### config.mk
export PLATFORM = sky130hd
export DESIGN_NAME = mksm_ctrl
export DESIGN_NICKNAME = d
export VERILOG_FILES = /design/src/rtl/mksm_pkg.sv /design/src/rtl/mksm_ctrl.sv
export SDC_FILE = /design/constraint.sdc
export NUM_CORES = 1
export LEC_CHECK = 0
export BUFFER_PORTS_ARGS = -buffer_cell sky130_fd_sc_hd__buf_2
export CORE_AREA = 5 5 42 44
export CTS_CLUSTER_DIAMETER = 60
export CTS_CLUSTER_SIZE = 25
export DETAILED_ROUTE_END_ITERATION = 10
export DIE_AREA = 0 0 47 49
export GPL_ROUTABILITY_DRIVEN = 0
export GPL_TIMING_DRIVEN = 0
export PLACE_DENSITY = 0.52
export SETUP_SLACK_MARGIN = 0.15
export SLEW_MARGIN = 20
export SYNTH_ARGS = -nofsm -noshare
export SYNTH_HDL_FRONTEND = slang
export SYNTH_SLANG_ARGS = --single-unit
### constraint.sdc
create_clock -name clk -period 1.6 [get_ports clk]
set_input_delay 0.32 -clock clk [delete_from_list [all_inputs] [get_ports clk]]
set_output_delay 0.32 -clock clk [all_outputs]
set_load 0.03 [all_outputs]
### src/rtl/mksm_pkg.sv
`default_nettype none

package mksm_pkg;

  // Request codes carried in req_type.
  typedef enum logic [1:0] {
    REQ_STREAM = 2'd0,
    REQ_LOAD   = 2'd1,
    REQ_CHECK  = 2'd2,
    REQ_CLEAR  = 2'd3
  } req_t;

  // Commands from the controller to the datapath.
  typedef struct packed {
    logic start;
    logic exec;
    logic scan_rd;
    logic scan_cmp;
    logic scan_next;
    logic finish;
  } cmd_t;

  // Status from the datapath to the controller.
  typedef struct packed {
    logic empty;
    logic last_slot;
    logic scan_hit;
  } sts_t;

endpackage

`default_nettype wire

### src/rtl/mksm_ctrl.sv
`default_nettype none

module mksm_ctrl
  import mksm_pkg::*;
(
  input  wire logic       clk,
  input  wire logic       rst,
  input  wire logic       req_valid,
  output logic            req_stall,
  input  wire logic [1:0] req_type,
  output logic            rsp_valid,
  input  wire logic       rsp_stall,
  input  wire sts_t       sts,
  output cmd_t            cmd
);

  typedef enum logic [4:0] {
    S_IDLE = 5'b00001,
    S_EXEC = 5'b00010,
    S_RD   = 5'b00100,
    S_CMP  = 5'b01000,
    S_FIN  = 5'b10000
  } state_t;

  state_t state;
  state_t state_next;
  logic   rsp_valid_next;

  assign req_stall = (state != S_IDLE);

  always_comb begin
    state_next = state;
    cmd        = '0;
    unique case (state)
      S_IDLE: begin
        if (req_valid) begin
          cmd.start = 1'b1;
          if (req_type == REQ_STREAM) begin
            state_next = sts.empty ? S_FIN : S_RD;
          end else begin
            state_next = S_EXEC;
          end
        end
      end
      S_EXEC: begin
        cmd.exec   = 1'b1;
        state_next = S_FIN;
      end
      S_RD: begin
        cmd.scan_rd = 1'b1;
        state_next  = S_CMP;
      end
      S_CMP: begin
        cmd.scan_cmp = 1'b1;
        if (sts.scan_hit || sts.last_slot) begin
          state_next = S_FIN;
        end else begin
          cmd.scan_next = 1'b1;
          state_next    = S_RD;
        end
      end
      S_FIN: begin
        // The result moves out only once the output register is free.
        if (!rsp_valid || !rsp_stall) begin
          cmd.finish = 1'b1;
          state_next = S_IDLE;
        end
      end
      default: begin
        state_next = S_IDLE;
      end
    endcase
  end

  always_comb begin
    if (cmd.finish) begin
      rsp_valid_next = 1'b1;
    end else begin
      rsp_valid_next = rsp_valid && rsp_stall;
    end
  end

  always_ff @(posedge clk) begin
    if (rst) begin
      state     <= S_IDLE;
      rsp_valid <= 1'b0;
    end else begin
      state     <= state_next;
      rsp_valid <= rsp_valid_next;
    end
  end

endmodule

`default_nettype wire

==> results_dict.tcl <==
set metrics [dict create \
    status "finished, violations left" \
    violations "negative setup slack" \
    cts.htree.levels 1 \
    grt_max_degree 10 \
    fin_hold_ws_ps 301.1 \
    ys_seq_area_share_pct 34.78 \
    die_height_um 49 \
    finalCritPeriodShare_pct 118.8 \
    worstReg2RegEnd "state[4]" \
    synthAdderAreaFrac_pct 0 \
    avgSynthCellArea_um2 8.222 \
    dieArea_um2 2303 \
    drive_above_1_share_pct 72.37 \
    rrSetupSlack_ps -180 \
    hold_path_startpoint "rst" \
    syn_area_um2 345.3 \
    synth_xor_area_share_pct 0 \
    reg2reg_from "state[0]" \
    drc 0 \
    wl_um 1295 \
    synth_top_family_by_area "simple AND/OR/NAND/NOR gates" \
    area_growth_pct 123.2 \
    die_width_um 47 \
    holdPathEnd "state[3]" \
    via_per_inst 5.120 \
    hold_depth 2 \
    yosys_warnings 0 \
    firstDrtPassIters 6 \
    layout_commonest_cell "buf_6" \
    register_area_um2 135.1 \
    slew_violations 0 \
    ys_ff_latch 6 \
    vias 471 \
    cts_tree "yes" \
    ant_nets 0 \
    grt-ovfl-total 0 \
    fin_area_um2 770.7 \
    internal_power_uw 313.0 \
    grt_pass1_wl_um 2097 \
    multi_input_area_um2 325.3 \
    layout_setup_ws_ps -300.2 \
    synth_cell_types 26 \
    grt_usage_pct 12.39 \
    start_util_pct 24.64 \
    maxSlewHeadroom_pct 77.36 \
    combPwrFrac_pct 28.5 \
    crit_path_max_fanout 3 \
    switching_share_pct 30.62 \
    postPlaceCellArea_um2 498.0 \
    row_count 14 \
    insertedDiodeCount 0 \
    clock_path_buffers 2 \
    drt_iter0_markers 6 \
    p_leak_uw 0.0003364 \
    final_cell_mix "13 x buf_6, 10 x buf_2, 8 x buf_4" \
    postCtsHoldBufs 0 \
    cts.sink_count 6 \
    ios 17 \
    grt_pass1_vias 488 \
    tightest_slew_ps 335.3 \
    hold_viol 0 \
    synthSimpleGateAreaFrac_pct 40.94 \
    io_buffers 16 \
    syn-num-nets 51 \
    layout.nets 86 \
    period_needed_ps 1900 \
    max_freq_mhz 526.2 \
    synthMuxAreaShare_pct 0 \
    grt_setup_unrepaired "true" \
    worst_hold_path_type "in2reg" \
    max-vdd-ir-drop_uv 480.8 \
    antenna_found_initial 0 \
    crit_arrival_ps 1580 \
    cts_made_buffers 3 \
    switchingPower_uw 138.2 \
    clk_pin_slew_ps 50 \
    startpoint_type "flip-flop" \
    worstPathRequired_ps 1280 \
    setup_tns_ps -1370 \
    seqPwrFrac_pct 34.4 \
    critPathKind "reg2out" \
    cts-root-buf "clkbuf_4" \
    endpoint_kind "output port" \
    synth-compound-area-share_pct 21.01 \
    fillers 143 \
    core_area_um2 1401 \
    clkLatencyLatePin_ps 260 \
    post_drt_wl_per_cell_um 14.08 \
    syn_inst 42 \
    power.density_nw_per_um2 585.4 \
    fin_worst_skew_ps 3.000 \
    maxCapViolCount 0 \
    r2r_cells 6 \
    p_clk_share_pct 37.1 \
    dp_hpwl_um 726.9 \
    finalSetupViolCount 9 \
    startpoint "state[0]" \
]
[area by class of cell]
type | count | area share (%)
tap | 16 | 2.597
buffer | 1 | 1.461
sequential | 6 | 17.53
timing repair buffer | 30 | 31.82
clock buffer | 4 | 3.409
multi-input combinational | 33 | 42.21
inverter | 2 | 0.9740
[critical path, stage by stage (launching register included)]
cell and delay [ps]:
dfxtp_4 350, or4b_4 540, or2_4 270, inv_2 50, buf_6 120
[kinds of logic after synthesis]
| logic type | count (synthesis) |
|---|---|
| flip-flops | 6 |
| buffers and inverters | 3 |
| AND/OR/NAND/NOR | 23 |
| AO/OA/AOI/OAI | 10 |
[flip-flops by register name, summed over array words and instances, names as in the netlist]
| name | flops |
|---|---|
| rsp_valid | 1 |
| state | 5 |
[power groups by stage]
stage | combinational, uW | clock, uW | sequential, uW
floorplan | 46.5 | 0 | 161
global placement | 70.4 | 0 | 163
detailed placement | 69.7 | 0 | 163
CTS | 115 | 163 | 154
global route | 138 | 183 | 155
finish | 129 | 167 | 155
[worst max path at each step]
stage	end	depth (start not counted)
detailed placement	cmd[5]	4
CTS	cmd[3]	4
finish	cmd[3]	4
global route	cmd[3]	4
global placement	cmd[5]	4
floorplan	cmd[3]	3
[Yosys cell counts (all sizes together)]
cell type | instances | area [um^2]
or2 | 2 | 12.52
o211a | 1 | 10.01
nor4b | 1 | 8.760
o311ai | 1 | 8.760
nand2b | 1 | 6.260
o21ai | 2 | 10.01
and3b | 2 | 17.52
a21oi | 3 | 15.01
nor4 | 3 | 18.77
nor3 | 1 | 5.000
a31oi | 1 | 12.51
clkbuf | 1 | 3.750
nand3 | 1 | 5.000
inv | 2 | 7.510
or4b | 1 | 10.01
a31o | 1 | 8.760
nand2 | 2 | 7.510
nor2 | 4 | 15.01
o31ai | 1 | 7.510
nor3b | 1 | 7.510
nor2b | 1 | 6.260
nand4 | 1 | 6.260
and2 | 1 | 6.260
dfxtp | 6 | 120.1
or3b | 1 | 8.760
[layer usage]
metal  vias to the layer above  share of wire [%]  GRT usage [%]
met4                         0               0.23          2.765
met2                        21                 55          21.04
met3                         2                6.6          5.904
li1                        228                  -              -
met1                       220                 38          13.41
met5                         -                  0              0
[stage by stage]
| step | worst slack, ps | util (%) | std cells | total power [uW] |
|---|---|---|---|---|
| after global placement | -180.6 | 35.54 | 74 | 233.3 |
| final | -300.2 | 55.00 | 92 | 451.2 |
| after CTS | -269.6 | 50.54 | 90 | 431.9 |
| after floorplan | 41.39 | - | 42 | 207.7 |
| after detailed placement | -145.6 | 35.54 | 74 | 232.6 |
| after global routing | -339.9 | 55.00 | 92 | 476.4 |
[what timing repair did]
item | 4_1_cts | 5_1_grt
gates resized for setup | 26 | 14
pin swaps | 4 | 3
endpoints found under the setup margin | 11 | 11
buffers inserted | 12 | 2
(Power assumes the default switching activity.)
